### config.mk
export PLATFORM = sky130hd
export DESIGN_NAME = midpoint_ellipse_rasterizer_core
export DESIGN_NICKNAME = d
export VERILOG_FILES = /design/src/sv/mer_pkg.sv /design/src/sv/midpoint_ellipse_rasterizer_core.sv /design/src/sv/mer_apb_regs.sv /design/src/sv/mer_mult.sv /design/src/sv/mer_seq.sv /design/src/sv/mer_emit.sv
export SDC_FILE = /design/constraint.sdc
export NUM_CORES = 2
export LEC_CHECK = 0
export ABC_AREA = 0
export BUFFER_PORTS_ARGS = -buffer_cell sky130_fd_sc_hd__buf_4
export CAP_MARGIN = 20
export CORE_ASPECT_RATIO = 0.6
export CORE_MARGIN = 5
export CORE_UTILIZATION = 50
export CTS_BUF_LIST = sky130_fd_sc_hd__clkbuf_8 sky130_fd_sc_hd__clkbuf_16
export CTS_CLUSTER_DIAMETER = 80
export CTS_CLUSTER_SIZE = 12
export DETAILED_ROUTE_END_ITERATION = 10
export PLACE_DENSITY = 0.69
export SETUP_SLACK_MARGIN = 0.15
export SYNTH_ARGS = -nofsm -noshare
export SYNTH_HDL_FRONTEND = slang
export SYNTH_SLANG_ARGS = --single-unit
### constraint.sdc
create_clock -name aclk -period 10.3 [get_ports aclk]
set_clock_uncertainty 0.15 [all_clocks]
set_input_delay 1.03 -clock aclk [delete_from_list [all_inputs] [get_ports aclk]]
set_output_delay 1.03 -clock aclk [all_outputs]
set_load 0.01 [all_outputs]
### src/sv/mer_pkg.sv
`timescale 1ns / 1ps
// ----------------------------------------------------------------------------
// Midpoint ellipse rasterizer package
// Widths, register map, sequencer states and the structs passed between the
// register file, the sequencer and the pixel emitter.
// ----------------------------------------------------------------------------
package mer_pkg;

    localparam int COORD_W  = 10;              // config coordinate and radius width
    localparam int PIX_W    = 12;              // output pixel coordinate width
    localparam int X_W      = COORD_W + 1;     // current point x
    localparam int Y_W      = COORD_W + 2;     // current point y, signed
    localparam int SQ_W     = 2 * COORD_W;     // squared radius
    localparam int DEC_W    = 48;              // decision value, scaled by four
    localparam int SLOPE_W  = SQ_W + X_W + 3;  // slope terms, signed
    localparam int MUL_W    = 25;              // multiplier operand, signed
    localparam int PROD_W   = 2 * MUL_W;       // multiplier product
    localparam int APB_DW   = 32;
    localparam int APB_AW   = 4;
    localparam int S_DATA_W = 8;
    localparam int M_DATA_W = 32;

    typedef enum logic [1:0] {
        REG_CENTER_X,
        REG_CENTER_Y,
        REG_RADIUS_X,
        REG_RADIUS_Y
    } mer_reg_idx_t;

    typedef enum logic [1:0] {
        QUAD_PP,
        QUAD_NP,
        QUAD_PN,
        QUAD_NN
    } mer_quad_t;

    typedef enum logic [4:0] {
        ST_IDLE,
        ST_SQ_RX,
        ST_SQ_RY,
        ST_LOAD_RY,
        ST_INIT,
        ST_CHECK,
        ST_RC_AA,
        ST_RC_M1,
        ST_RC_BB,
        ST_RC_M2,
        ST_RC_M3,
        ST_R1_X,
        ST_R1_DX,
        ST_R1_DY,
        ST_R2_STEP,
        ST_R2_DY,
        ST_EMIT
    } mer_state_t;

    typedef struct packed {
        logic [COORD_W-1:0] center_x;
        logic [COORD_W-1:0] center_y;
        logic [COORD_W-1:0] radius_x;
        logic [COORD_W-1:0] radius_y;
    } mer_cfg_t;

    typedef struct packed {
        logic                  valid;
        logic [X_W-1:0]        x;
        logic signed [Y_W-1:0] y;
        logic                  fin;
    } mer_grp_t;

endpackage

### src/sv/midpoint_ellipse_rasterizer_core.sv
`timescale 1ns / 1ps
// ----------------------------------------------------------------------------
// Midpoint ellipse rasterizer
// Walks an axis-aligned ellipse with the midpoint method and streams each
// visited point as four mirrored pixels.
// ----------------------------------------------------------------------------
// Each request on the input stream runs one midpoint iteration: s_tdata[0]
// set starts a new ellipse from the center and radius registers, clear
// advances the one in progress (and produces nothing when no ellipse is
// active). An iteration sends four pixels, quadrants 0 to 3, with tlast on
// the fourth and tuser on all four of the group that finishes the ellipse.
// All products go through one registered multiplier under a sequencer: it
// squares both radii, sets up the walk on a start, runs the region change
// when it falls due, computes the step, then holds the group for the four
// output transfers, which wait on m_tready; s_tready stays low until the
// last pixel of the group has been taken. Registers are read live on every
// request.
// ----------------------------------------------------------------------------
module midpoint_ellipse_rasterizer_core import mer_pkg::*; (
    input  logic                aclk,
    input  logic                aresetn,
    // APB configuration
    input  logic                psel,
    input  logic                penable,
    input  logic                pwrite,
    input  logic [APB_AW-1:0]   paddr,
    input  logic [APB_DW-1:0]   pwdata,
    output logic [APB_DW-1:0]   prdata,
    output logic                pready,
    // request stream
    input  logic                s_tvalid,
    output logic                s_tready,
    input  logic [S_DATA_W-1:0] s_tdata,   // [0] start_req
    // pixel stream
    output logic                m_tvalid,
    input  logic                m_tready,
    output logic [M_DATA_W-1:0] m_tdata,   // [11:0] pixel_x, [23:12] pixel_y, [25:24] quadrant
    output logic                m_tlast,   // last_of_group
    output logic                m_tuser    // [0] final_group
);

    mer_cfg_t cfg;
    mer_grp_t grp;
    logic     grp_done;

    mer_apb_regs u_regs (
        .aclk    (aclk),
        .aresetn (aresetn),
        .psel    (psel),
        .penable (penable),
        .pwrite  (pwrite),
        .paddr   (paddr),
        .pwdata  (pwdata),
        .prdata  (prdata),
        .pready  (pready),
        .cfg     (cfg)
    );

    mer_seq u_seq (
        .aclk       (aclk),
        .aresetn    (aresetn),
        .item_valid (s_tvalid),
        .start_req  (s_tdata[0]),
        .item_ready (s_tready),
        .cfg        (cfg),
        .grp        (grp),
        .grp_done   (grp_done)
    );

    mer_emit u_emit (
        .aclk     (aclk),
        .aresetn  (aresetn),
        .grp      (grp),
        .center_x (cfg.center_x),
        .center_y (cfg.center_y),
        .grp_done (grp_done),
        .m_tvalid (m_tvalid),
        .m_tready (m_tready),
        .m_tdata  (m_tdata),
        .m_tlast  (m_tlast),
        .m_tuser  (m_tuser)
    );

endmodule

### src/sv/mer_apb_regs.sv
`timescale 1ns / 1ps
// ----------------------------------------------------------------------------
// Configuration register file
// APB slave holding the ellipse center and semi-axes. Zero wait states.
// ----------------------------------------------------------------------------
module mer_apb_regs import mer_pkg::*; (
    input  logic              aclk,
    input  logic              aresetn,
    input  logic              psel,
    input  logic              penable,
    input  logic              pwrite,
    input  logic [APB_AW-1:0] paddr,
    input  logic [APB_DW-1:0] pwdata,
    output logic [APB_DW-1:0] prdata,
    output logic              pready,
    output mer_cfg_t          cfg
);

    mer_cfg_t     cfg_reg, cfg_next;
    mer_reg_idx_t idx;
    logic         wr_en;

    assign idx    = mer_reg_idx_t'(paddr[3:2]);
    assign wr_en  = psel && penable && pwrite;
    assign pready = 1'b1;
    assign cfg    = cfg_reg;

    always_comb begin
        cfg_next = cfg_reg;
        if (wr_en) begin
            unique case (idx)
                REG_CENTER_X: cfg_next.center_x = pwdata[COORD_W-1:0];
                REG_CENTER_Y: cfg_next.center_y = pwdata[COORD_W-1:0];
                REG_RADIUS_X: cfg_next.radius_x = pwdata[COORD_W-1:0];
                REG_RADIUS_Y: cfg_next.radius_y = pwdata[COORD_W-1:0];
                default:      cfg_next = cfg_reg;
            endcase
        end
    end

    always_comb begin
        unique case (idx)
            REG_CENTER_X: prdata = APB_DW'(cfg_reg.center_x);
            REG_CENTER_Y: prdata = APB_DW'(cfg_reg.center_y);
            REG_RADIUS_X: prdata = APB_DW'(cfg_reg.radius_x);
            REG_RADIUS_Y: prdata = APB_DW'(cfg_reg.radius_y);
            default:      prdata = '0;
        endcase
    end

    always_ff @(posedge aclk) begin
        if (!aresetn) begin
            cfg_reg <= '0;
        end else begin
            cfg_reg <= cfg_next;
        end
    end

endmodule

### src/sv/mer_mult.sv
`timescale 1ns / 1ps
// ----------------------------------------------------------------------------
// Shared multiplier
// Signed multiply with a registered product, one result per cycle.
// ----------------------------------------------------------------------------
module mer_mult import mer_pkg::*; (
    input  logic                     aclk,
    input  logic signed [MUL_W-1:0]  mul_a,
    input  logic signed [MUL_W-1:0]  mul_b,
    output logic signed [PROD_W-1:0] prod
);

    logic signed [PROD_W-1:0] prod_reg;

    always_ff @(posedge aclk) begin
        prod_reg <= mul_a * mul_b;
    end

    assign prod = prod_reg;

endmodule

### src/sv/mer_seq.sv
`timescale 1ns / 1ps
// ----------------------------------------------------------------------------
// Midpoint sequencer
// Holds the walk state and steps one midpoint iteration per request, using
// the shared multiplier for squares, slope terms and the region change.
// ----------------------------------------------------------------------------
module mer_seq import mer_pkg::*; (
    input  logic     aclk,
    input  logic     aresetn,
    input  logic     item_valid,
    input  logic     start_req,
    output logic     item_ready,
    input  mer_cfg_t cfg,
    output mer_grp_t grp,
    input  logic     grp_done
);

    mer_state_t state_reg, state_next;

    logic                      busy_reg, busy_next;
    logic                      start_pend_reg, start_pend_next;
    logic                      r2_reg, r2_next;
    logic                      fin_reg, fin_next;
    logic [X_W-1:0]            cur_x_reg, cur_x_next;
    logic signed [Y_W-1:0]     cur_y_reg, cur_y_next;
    logic [X_W-1:0]            ex_reg, ex_next;
    logic signed [Y_W-1:0]     ey_reg, ey_next;
    logic signed [DEC_W-1:0]   dec_reg, dec_next;
    logic signed [SLOPE_W-1:0] sdx_reg, sdx_next;
    logic signed [SLOPE_W-1:0] sdy_reg, sdy_next;
    logic [SQ_W-1:0]           rx2_reg, rx2_next;
    logic [SQ_W-1:0]           ry2_reg, ry2_next;

    logic signed [MUL_W-1:0]   mul_a, mul_b;
    logic signed [PROD_W-1:0]  prod;

    logic [X_W-1:0]            x_inc;
    logic signed [Y_W-1:0]     y_dec;
    logic signed [MUL_W-1:0]   rx_m, ry_m, rx2_m, ry2_m, prod_m, x_inc_m, y_dec_m, odd_m;
    logic signed [DEC_W-1:0]   prod_d, rx2_d, ry2_d, sdx_d, dprod_d, sdx_n_d, sdy_n_d;
    logic signed [SLOPE_W-1:0] dprod_s, rx2_s, ry2_s, sdx_n, sdy_n;
    logic                      enter_r2;

    mer_mult u_mult (
        .aclk  (aclk),
        .mul_a (mul_a),
        .mul_b (mul_b),
        .prod  (prod)
    );

    assign x_inc    = cur_x_reg + X_W'(1);
    assign y_dec    = cur_y_reg - signed'(Y_W'(1));
    assign rx_m     = signed'(MUL_W'(cfg.radius_x));
    assign ry_m     = signed'(MUL_W'(cfg.radius_y));
    assign rx2_m    = signed'(MUL_W'(rx2_reg));
    assign ry2_m    = signed'(MUL_W'(ry2_reg));
    assign prod_m   = prod[MUL_W-1:0];
    assign x_inc_m  = signed'(MUL_W'(x_inc));
    assign y_dec_m  = MUL_W'(y_dec);
    assign odd_m    = signed'(MUL_W'({cur_x_reg, 1'b1}));

    assign prod_d   = prod[DEC_W-1:0];
    assign dprod_s  = signed'({prod[SLOPE_W-2:0], 1'b0});
    assign dprod_d  = DEC_W'(dprod_s);
    assign rx2_d    = signed'(DEC_W'(rx2_reg));
    assign ry2_d    = signed'(DEC_W'(ry2_reg));
    assign rx2_s    = signed'(SLOPE_W'(rx2_reg));
    assign ry2_s    = signed'(SLOPE_W'(ry2_reg));
    assign sdx_d    = DEC_W'(sdx_reg);
    assign sdx_n    = sdx_reg + (ry2_s <<< 1);
    assign sdy_n    = sdy_reg - (rx2_s <<< 1);
    assign sdx_n_d  = DEC_W'(sdx_n);
    assign sdy_n_d  = DEC_W'(sdy_n);
    assign enter_r2 = !r2_reg && !(sdx_reg < sdy_reg);

    // next state
    always_comb begin
        state_next = state_reg;
        unique case (state_reg)
            ST_IDLE: begin
                if (item_valid && (start_req || busy_reg)) begin
                    state_next = ST_SQ_RX;
                end
            end
            ST_SQ_RX:   state_next = ST_SQ_RY;
            ST_SQ_RY:   state_next = ST_LOAD_RY;
            ST_LOAD_RY: state_next = start_pend_reg ? ST_INIT : ST_CHECK;
            ST_INIT:    state_next = ST_CHECK;
            ST_CHECK: begin
                priority if (enter_r2) begin
                    state_next = ST_RC_AA;
                end else if (r2_reg) begin
                    state_next = ST_R2_STEP;
                end else begin
                    state_next = ST_R1_X;
                end
            end
            ST_RC_AA:   state_next = ST_RC_M1;
            ST_RC_M1:   state_next = ST_RC_BB;
            ST_RC_BB:   state_next = ST_RC_M2;
            ST_RC_M2:   state_next = ST_RC_M3;
            ST_RC_M3:   state_next = ST_R2_STEP;
            ST_R1_X:    state_next = ST_R1_DX;
            ST_R1_DX:   state_next = (dec_reg < 0) ? ST_EMIT : ST_R1_DY;
            ST_R1_DY:   state_next = ST_EMIT;
            ST_R2_STEP: state_next = (dec_reg > 0) ? ST_R2_DY : ST_EMIT;
            ST_R2_DY:   state_next = ST_EMIT;
            ST_EMIT:    state_next = grp_done ? ST_IDLE : ST_EMIT;
            default:    state_next = ST_IDLE;
        endcase
    end

    // outputs
    always_comb begin
        item_ready = (state_reg == ST_IDLE);
        grp.valid  = (state_reg == ST_EMIT);
        grp.x      = ex_reg;
        grp.y      = ey_reg;
        grp.fin    = fin_reg;
    end

    // datapath and multiplier operand select
    always_comb begin
        busy_next       = busy_reg;
        start_pend_next = start_pend_reg;
        r2_next         = r2_reg;
        fin_next        = fin_reg;
        cur_x_next      = cur_x_reg;
        cur_y_next      = cur_y_reg;
        ex_next         = ex_reg;
        ey_next         = ey_reg;
        dec_next        = dec_reg;
        sdx_next        = sdx_reg;
        sdy_next        = sdy_reg;
        rx2_next        = rx2_reg;
        ry2_next        = ry2_reg;
        mul_a           = '0;
        mul_b           = '0;
        unique case (state_reg)
            ST_IDLE: begin
                if (item_valid) begin
                    start_pend_next = start_req;
                    if (start_req) begin
                        busy_next = 1'b1;
                    end
                end
            end
            ST_SQ_RX: begin
                mul_a = rx_m;
                mul_b = rx_m;
            end
            ST_SQ_RY: begin
                rx2_next = prod[SQ_W-1:0];
                mul_a    = ry_m;
                mul_b    = ry_m;
            end
            ST_LOAD_RY: begin
                ry2_next = prod[SQ_W-1:0];
                mul_a    = rx2_m;
                mul_b    = ry_m;
            end
            ST_INIT: begin
                cur_x_next = '0;
                cur_y_next = signed'(Y_W'(cfg.radius_y));
                dec_next   = (ry2_d <<< 2) - (prod_d <<< 2) + rx2_d;
                sdx_next   = '0;
                sdy_next   = dprod_s;
                r2_next    = 1'b0;
            end
            ST_CHECK: begin
                if (enter_r2) begin
                    r2_next = 1'b1;
                    mul_a   = odd_m;
                    mul_b   = odd_m;
                end
            end
            ST_RC_AA: begin
                mul_a = ry2_m;
                mul_b = prod_m;
            end
            ST_RC_M1: begin
                dec_next = prod_d;
                mul_a    = y_dec_m;
                mul_b    = y_dec_m;
            end
            ST_RC_BB: begin
                mul_a = rx2_m;
                mul_b = prod_m;
            end
            ST_RC_M2: begin
                dec_next = dec_reg + (prod_d <<< 2);
                mul_a    = rx2_m;
                mul_b    = ry2_m;
            end
            ST_RC_M3: begin
                dec_next = dec_reg - (prod_d <<< 2);
            end
            ST_R1_X: begin
                ex_next    = cur_x_reg;
                ey_next    = cur_y_reg;
                fin_next   = 1'b0;
                cur_x_next = x_inc;
                mul_a      = ry2_m;
                mul_b      = x_inc_m;
            end
            ST_R1_DX: begin
                sdx_next = dprod_s;
                if (dec_reg < 0) begin
                    dec_next = dec_reg + ((dprod_d + ry2_d) <<< 2);
                end else begin
                    cur_y_next = y_dec;
                    mul_a      = rx2_m;
                    mul_b      = y_dec_m;
                end
            end
            ST_R1_DY: begin
                sdy_next = dprod_s;
                dec_next = dec_reg + ((sdx_d - dprod_d + ry2_d) <<< 2);
            end
            ST_R2_STEP: begin
                ex_next    = cur_x_reg;
                ey_next    = cur_y_reg;
                cur_y_next = y_dec;
                // stepping below the y = 0 row ends the ellipse
                fin_next   = (cur_y_reg == 0);
                if (cur_y_reg == 0) begin
                    busy_next = 1'b0;
                end
                if (dec_reg > 0) begin
                    mul_a = rx2_m;
                    mul_b = y_dec_m;
                end else begin
                    cur_x_next = x_inc;
                    sdx_next   = sdx_n;
                    sdy_next   = sdy_n;
                    dec_next   = dec_reg + ((sdx_n_d - sdy_n_d + rx2_d) <<< 2);
                end
            end
            ST_R2_DY: begin
                sdy_next = dprod_s;
                dec_next = dec_reg + ((rx2_d - dprod_d) <<< 2);
            end
            ST_EMIT: begin
                start_pend_next = 1'b0;
            end
            default: begin
                busy_next = busy_reg;
            end
        endcase
    end

    always_ff @(posedge aclk) begin
        if (!aresetn) begin
            state_reg      <= ST_IDLE;
            busy_reg       <= 1'b0;
            start_pend_reg <= 1'b0;
            r2_reg         <= 1'b0;
            fin_reg        <= 1'b0;
        end else begin
            state_reg      <= state_next;
            busy_reg       <= busy_next;
            start_pend_reg <= start_pend_next;
            r2_reg         <= r2_next;
            fin_reg        <= fin_next;
        end
    end

    always_ff @(posedge aclk) begin
        cur_x_reg <= cur_x_next;
        cur_y_reg <= cur_y_next;
        ex_reg    <= ex_next;
        ey_reg    <= ey_next;
        dec_reg   <= dec_next;
        sdx_reg   <= sdx_next;
        sdy_reg   <= sdy_next;
        rx2_reg   <= rx2_next;
        ry2_reg   <= ry2_next;
    end

`ifndef SYNTH
    a_fin_in_r2: assert property (@(posedge aclk) disable iff (!aresetn)
        grp.valid && grp.fin |-> r2_reg)
        else $error("final group outside region two");

    a_done_idle: assert property (@(posedge aclk) disable iff (!aresetn)
        grp_done && fin_reg |=> !busy_reg)
        else $error("still busy after final group");

    a_r2_entry: assert property (@(posedge aclk) disable iff (!aresetn)
        $rose(r2_reg) |-> $past(state_reg) == ST_CHECK)
        else $error("region two entered outside region check");

    a_idle_fin: assert property (@(posedge aclk) disable iff (!aresetn)
        state_reg == ST_EMIT && !busy_reg |-> fin_reg)
        else $error("busy dropped without final group");
`endif

endmodule

### src/sv/mer_emit.sv
`timescale 1ns / 1ps
// ----------------------------------------------------------------------------
// Pixel emitter
// Mirrors the current point into four pixels around the center and sends
// them on the result stream, one quadrant per transfer.
// ----------------------------------------------------------------------------
module mer_emit import mer_pkg::*; (
    input  logic                aclk,
    input  logic                aresetn,
    input  mer_grp_t            grp,
    input  logic [COORD_W-1:0]  center_x,
    input  logic [COORD_W-1:0]  center_y,
    output logic                grp_done,
    output logic                m_tvalid,
    input  logic                m_tready,
    output logic [M_DATA_W-1:0] m_tdata,
    output logic                m_tlast,
    output logic                m_tuser
);

    mer_quad_t        q_reg, q_next;
    logic             xfer;
    logic [PIX_W-1:0] cx, cy, ox, oy, pix_x, pix_y;

    assign xfer     = grp.valid && m_tready;
    assign grp_done = xfer && (q_reg == QUAD_NN);
    assign q_next   = xfer ? mer_quad_t'(q_reg + 2'd1) : q_reg;

    assign cx    = PIX_W'(center_x);
    assign cy    = PIX_W'(center_y);
    assign ox    = PIX_W'(grp.x);
    assign oy    = PIX_W'(grp.y);
    // quadrant bit 0 mirrors x, bit 1 mirrors y
    assign pix_x = q_reg[0] ? cx - ox : cx + ox;
    assign pix_y = q_reg[1] ? cy - oy : cy + oy;

    assign m_tvalid = grp.valid;
    assign m_tdata  = M_DATA_W'({q_reg, pix_y, pix_x});
    assign m_tlast  = (q_reg == QUAD_NN);
    assign m_tuser  = grp.fin;

    always_ff @(posedge aclk) begin
        if (!aresetn) begin
            q_reg <= QUAD_PP;
        end else begin
            q_reg <= q_next;
        end
    end

`ifndef SYNTH
    a_quad_rest: assert property (@(posedge aclk) disable iff (!aresetn)
        !grp.valid |-> q_reg == QUAD_PP)
        else $error("quadrant counter not at rest between groups");
`endif

endmodule
Word-level counts from Yosys, hierarchy flattened
Index checks and enable logic that the tools add are counted.
Word-level totals
  register bits after elaboration: 301
  input port bits: 51
  logic and storage cells: 152
Operators by class
  $add $sub $neg: 23
  $mul: 1
  magnitude comparators: 3
  equal/unequal tests: 28
  muxes and demuxes: 38
  reduce and logical (&&, ||, !) cells: 39
Operators by type and width (count)
  $pmux 48 s8: 1
  $add 48x48->48: 5
  $pmux 25 s9: 1
  $pmux 25 s8: 1
  $pmux 32 s4: 1
  $pmux 34 s3: 1
  $mux 48: 2
  $add 46x21->46: 2
  $pmux 5 s16: 1
  $sub 34x34->35: 2
  $mux 34: 2
  $pmux 34 s2: 1
  $mux 25: 2
  $add 48x21->48: 1
  $gt 48x1->1 const B: 1
  $lt 48x1->1 const B: 1
  $mul 25x25->48: 1
  $mux 12: 4
  $sub 23x48->48: 1
  $sub 48x48->48: 1
  $eq 5x4->1 const B: 8
  $mux 20: 2
  $pmux 12 s3: 1
  $add 34x21->35: 1
  other kinds (39): 88

Depth between registers and ports, before layout
  depth after elaboration: 6
  depth in mapped cells: 44
  mapped depth without buffers: 44

Modules after synthesis
Synthesis repeated with hierarchy kept, for this count alone.
Second synthesis, totals
  cell total of the unflattened synthesis: 6165
  area, all modules: 53968.0 µm²
By module, submodules not included
  mer_seq: times used 1, cells each 3210, area each 26519.2 µm², seq. area each 6185.9 µm²
  mer_mult: times used 1, cells each 2560, area each 23956.7 µm², seq. area each 1001.0 µm²
  mer_apb_regs: times used 1, cells each 182, area each 1939.4 µm², seq. area each 800.8 µm²
  mer_emit: times used 1, cells each 213, area each 1552.7 µm², seq. area each 40.0 µm²

Least setup slack after synthesis
No wires, ideal clock.
  path type: reg-to-reg
  start point: reg u_seq.sdx_reg[2]
  end point: reg u_seq.u_mult.prod_reg[46], in the netlist u_seq.u_mult.prod[46]
  library setup time: 72 ps
  data arrival time: 9822 ps
  data required time: 10078 ps
  setup slack: 255 ps
  stages on the path, launching flop included: 41
  buffers on the path: 3
  clock period less this slack: 10045 ps
  cell sequence: edfxtp_1 > ha_1 > a21o_1 > a21o_1 > a21o_1 > a21o_1 > a21o_1 > a211oi_1 > o21ai_1 > a31o_2 > mux2_2 > buf_6 > a311o_1 > clkbuf_1 > clkbuf_1 > nand2_1 > fa_1 > inv_1 > (+5 left out) > fa_1 > fa_1 > inv_1 > fa_1 > inv_1 > ha_1 > a21o_1 > a21o_1 > a21o_1 > a211oi_1 > o21ai_0 > a21oi_1 > a211oi_1 > a211oi_1 > o311ai_0 > a21o_1 > a21oi_1 > xnor2_1
On the way
  cells in the longest elaborated chain, start to end: 6
  elaborated cells between the ends (all ways): 7
  those cells by class: mul (1); order compare (1); mux (3); reduce/logical (2)
Ends and longest elaborated chain
  start: declaration: RTL line mer_seq.sv:29  | logic signed [SLOPE_W-1:0] sdx_reg, sdx_next;
  start signal: assignment: RTL line mer_seq.sv:274  | sdx_reg <= sdx_next;
  $lt 34x34->1 *: RTL line mer_seq.sv:74  | assign enter_r2 = !r2_reg && !(sdx_reg < sdy_reg);
  $logic_not 1->1 *: RTL line mer_seq.sv:74
  $logic_and 1x1->1 *: RTL line mer_seq.sv:74
  $mux 12 *: RTL line mer_seq.sv:171  | if (enter_r2) begin
  $pmux 25 s9 or $pmux 25 s8 (tied branches): RTL line mer_seq.sv:139  | unique case (state_reg)
  $mul 25x25->48 *: RTL line mer_mult.sv:16  | prod_reg <= mul_a * mul_b;
  end signal: assignment: RTL line mer_mult.sv:16
  end: declaration: RTL line mer_mult.sv:13  | logic signed [PROD_W-1:0] prod_reg;
Mark *: on every way between the ends. The rest lies on a longest branch, timed or not.
A chain may end at the register's enable or synchronous reset.

Final worst setup path
  start point: reg u_seq.dec_reg[7]
  end point: reg u_seq.u_mult.prod_reg[34], in the netlist u_seq.u_mult.prod[34]
On the way
  cells in the longest elaborated chain, start to end: 4
  elaborated cells between the ends (all ways): 9
  those cells by class: mul (1); order compare (2); mux (6)
Ends and longest elaborated chain
  start: declaration: RTL line mer_seq.sv:28  | logic signed [DEC_W-1:0] dec_reg, dec_next;
  start signal: assignment: RTL line mer_seq.sv:273  | dec_reg <= dec_next;
  $gt 48x1->1 or $lt 48x1->1 (tied branches): RTL line mer_seq.sv:229, mer_seq.sv:208
  $mux 25, or another cell as far along: RTL line mer_seq.sv:229  | if (dec_reg > 0) begin
  $pmux 25 s9 or $pmux 25 s8 (tied branches): RTL line mer_seq.sv:139
  $mul 25x25->48 *: RTL line mer_mult.sv:16
Marks and branches as above.

==> run_results.csv <==
group,metric,value,unit
place,dpl_cell_area,57700,µm²
worst_hold_path,hold_path_end,"u_seq.start_pend_reg",
yosys,syn_area,51900,µm²
timing,rsz0062_at_grt,"true",
outcome,status,"complete, no violations",
worst_hold_path,min_path_type,"reg -> reg",
worst_setup_path,r2r-start,"u_seq.dec_reg[7]",
timing,post-route-period-util,97.7,%
timing,setup_violations,0,
clock_network,cts_buffers,29,
clock_network,path_clk_slew,0.08,ns
worst_setup_path,startpoint_type,"flop",
floorplanning,io_pins,120,
power,ir_drop,0.116,mV
cells_and_area,final_cell_area,59800,µm²
cells_and_area,regArea,7990,µm²
timing,finalMaxSlewViolations,0,
drt,drtPass1Iterations,9,
place,io_buffers,59,
drt,drc,0,
global_route,antenna_found_initial,5,
cells_and_area,num-nets-final,7647,
timing,fin_setup_tns,0,ns
yosys,synth_compound_area_share,17.5,%
worst_setup_path,critPathMaxFanout,5,
clock_network,clockRootBuffer,"clkbuf_16",
yosys,synthCells,6070,
yosys,avgSynthCellArea,8.55,µm²
cells_and_area,nFillCells,9174,
power,powerDensity,79.8,nW/µm²
timing,slew_headroom,18.0,%
global_route,grt_usage,33.9,%
drt,wl_per_cell,24.1,µm
place,gp_congestion,1.00,
floorplanning,die_w,426,µm
worst_setup_path,crit_required,10.67,ns
timing,finalHoldViolations,0,
drt,via_count,48109,
clock_network,cts_tree,"done",
clock_network,insertion_delay,0.65,ns
yosys,yosysWarnings,0,
cells_and_area,fin_util,58.2,%
worst_setup_path,crit_arrival,10.43,ns
clock_network,cts_max_level,1,
worst_setup_path,worst_r2r_endpoint,"u_seq.u_mult.prod[34]",
yosys,synth_mux_area_share,1.47,%
yosys,yosys.area_share.simple,15.9,%
worst_setup_path,path_delay_family,"adder cells",
worst_setup_path,rr_worst_depth,36,
yosys,synthAdderAreaFrac,34.2,%
worst_setup_path,max_stage_delay,0.59,ns
worst_hold_path,whs_path_depth,2,
drt,finalWirelength,192000,µm
worst_setup_path,cp-end-kind,"flop",
worst_setup_path,crit_slowest_cell,"fa_1",
worst_setup_path,cpMostUsedCell,"fa_1",
drt,drt-initial-drc-count,6113,
floorplanning,rows,91,
worst_hold_path,hp-start,"u_seq.start_pend_reg",
cells_and_area,finalNonFillerCells,7964,
floorplanning,fp.dieH,260,µm
worst_setup_path,rrSetupSlack,0.24,ns
floorplanning,die_area,111000,µm²
global_route,overflow,0,
flow_run,drv_cap,0,
drt,postRouteAntennaNets,0,
worst_setup_path,critPathKind,"reg -> reg",
clock_network,clock-sinks,299,
cells_and_area,synthToLayoutAreaGrowth,15.3,%
yosys,synth_edf_count,200,
floorplanning,initial_core_util,50.5,%
place,dp_cells,7867,
global_route,grt_pass1_vias,45733,
place,hpwlAfterDp,158000,µm
floorplanning,coreArea,103000,µm²
yosys,synth_xor_xnor_area_share,6.80,%
global_route,grt_first_pass_wirelength,286000,µm
cells_and_area,layout-drive-gt1-share,15.0,%
global_route,grt_max_degree,65,
yosys,ys_ff_latch,299,
cells_and_area,multiInputGateArea,40300,µm²
timing,max_freq,99.4,MHz
yosys,synth_top_family_by_area,"adder cells",
power,power.leakage,27.4,nW
yosys,synthFlopType,"edfxtp_1",
timing,fin_crit,10.06,ns
yosys,synth_cell_types,121,
worst_setup_path,critPathBufInv,8,
yosys,ys_seq_area_share,15.4,%
timing,finalHoldWorstSlack,0.328,ns
yosys,synthArstFlopShare,0,%
clock_network,clockBufferDepth,3,
timing,max_slew.worst_pin.slew,1.23,ns
drt,avgViaCountPerCell,6.04,
[final cells by class]
type,instances,share of cell area [%]
clock buffers,30,1.24
repair buffers,676,9.22
clock inverters,23,0.182
inverters,899,5.64
well taps,1395,2.92
multi-input cells,4639,67.4
diodes,3,0.0126
flip-flops and latches,299,13.4
[where the power goes]
group | internal [mW] | switching (mW)
sequential | 1.34 | 0.0517
combinational | 0.936 | 1.39
clock | 0.517 | 0.547
[cell usage in the layout, fill, tap and decap left out, types with 27 or more instances in the layout]
| cell | n |
|---|---|
| inv_1 | 899 |
| buf_4 | 619 |
| fa_1 | 598 |
| nand2_1 | 538 |
| nor2_1 | 511 |
| ha_1 | 432 |
| a21oi_1 | 309 |
| o21ai_0 | 282 |
| xnor2_1 | 272 |
| edfxtp_1 | 200 |
| a21o_1 | 153 |
| xor2_1 | 131 |
| dfxtp_1 | 99 |
| nor3_1 | 97 |
| nand3_1 | 91 |
| nand2b_1 | 87 |
| nor2b_1 | 82 |
| or2_2 | 56 |
| and3_1 | 51 |
| mux2i_1 | 49 |
| nand4_1 | 48 |
| a31oi_1 | 47 |
| a22oi_1 | 37 |
| o21bai_1 | 37 |
| o21a_1 | 34 |
| nor4_1 | 33 |
| o221ai_1 | 31 |
| or3_1 | 30 |
| and2_1 | 29 |
| conb_1 | 29 |
| clkbuf_16 | 29 |
| buf_6 | 29 |
| a221o_1 | 27 |
[per-stage QoR]
| stage | setup slack [ns] | power, mW |
|---|---|---|
| 2_1_floorplan | 0.255 | 2.83 |
| 3_3_place_gp | -0.296 | 3.53 |
| 3_5_place_dp | -0.355 | 3.56 |
| 4_1_cts | 0.162 | 4.62 |
| 5_1_grt | 0.0144 | 4.99 |
| 6_report | 0.237 | 4.78 |
[cell families (layout without fill, tap and decap cells)]
group / count (synthesis) / after routing
xor+xnor: 403 / 403
compound gates: 1339 / 1339
simple gates: 1752 / 1752
buf+inv: 1160 / 1628
other cells: 2 / 32
fa+ha+maj: 1052 / 1052
flops: 299 / 299
mux: 63 / 64
[Yosys cell counts (24+ instances only)]
library cell	instances	share of area, %
xnor2_1	272	4.6
a21oi_1	322	3.1
o211ai_1	24	0.35
or3_1	31	0.37
mux2i_1	49	0.95
o221ai_1	31	0.52
nand4_1	48	0.58
and3_1	53	0.64
or2_2	58	0.70
dfxtp_1	99	3.8
nor4_1	40	0.48
and2_1	29	0.35
nand2b_1	87	1.0
ha_1	445	11
nand2_1	541	3.9
o21bai_1	38	0.55
a221o_1	27	0.52
a21o_1	156	2.3
nand3_1	91	0.88
xor2_1	131	2.2
nor2b_1	82	0.99
fa_1	607	23
nor3_1	102	0.98
a31oi_1	51	0.61
buf_4	32	0.46
clkbuf_1	184	1.3
a211oi_1	30	0.43
edfxtp_1	200	12
o21ai_0	296	2.9
nor2_1	521	3.8
a22oi_1	38	0.55
inv_1	892	6.5
a221oi_1	31	0.52
o21a_1	35	0.51
[timing repair]
action,in CTS,in global routing
hold buffers,0,0
gates resized for setup,22,169
pin swaps,9,110
buffers inserted,2,37
endpoints found under the setup margin,13,26
cloned,1,0
[metal layers]
| layer | track usage (%) | wire length, µm | vias to the layer above |
|---|---|---|---|
| li1 | - | - | 21526 |
| met1 | 53.3 | 87900 | 23400 |
| met2 | 44.3 | 72000 | 2901 |
| met3 | 12.1 | 28200 | 272 |
| met4 | 5.17 | 3680 | 10 |
| met5 | 1.67 | 348 | - |
[worst max-delay path by stage]
stage / endpoint / depth (start not counted) / start / slack [ns]
2_1_floorplan: u_seq.u_mult.prod[46] / 40 / u_seq.sdx_reg[2] / 0.26
3_3_place_gp: u_seq.u_mult.prod[46] / 37 / u_seq.sdy_reg[2] / -0.30
3_5_place_dp: u_seq.u_mult.prod[46] / 36 / u_seq.sdx_reg[2] / -0.35
4_1_cts: u_seq.u_mult.prod[34] / 40 / u_seq.sdy_reg[19] / 0.16
5_1_grt: u_seq.u_mult.prod[34] / 38 / u_seq.sdy_reg[2] / 0.01
6_report: u_seq.u_mult.prod[34] / 36 / u_seq.dec_reg[7] / 0.24
[worst register-to-register path, delay by kind of cell (launching register included)]
kind	cells	cell delay [ns]
adders and majority gates	8	3.60
buffers and inverters	8	0.94
and+or+nand+nor	6	1.24
AOI/OAI and AO/OA	13	3.36
DFF	1	0.55
xor gates and xnor gates	1	0.11
(Power assumes the default switching activity.)
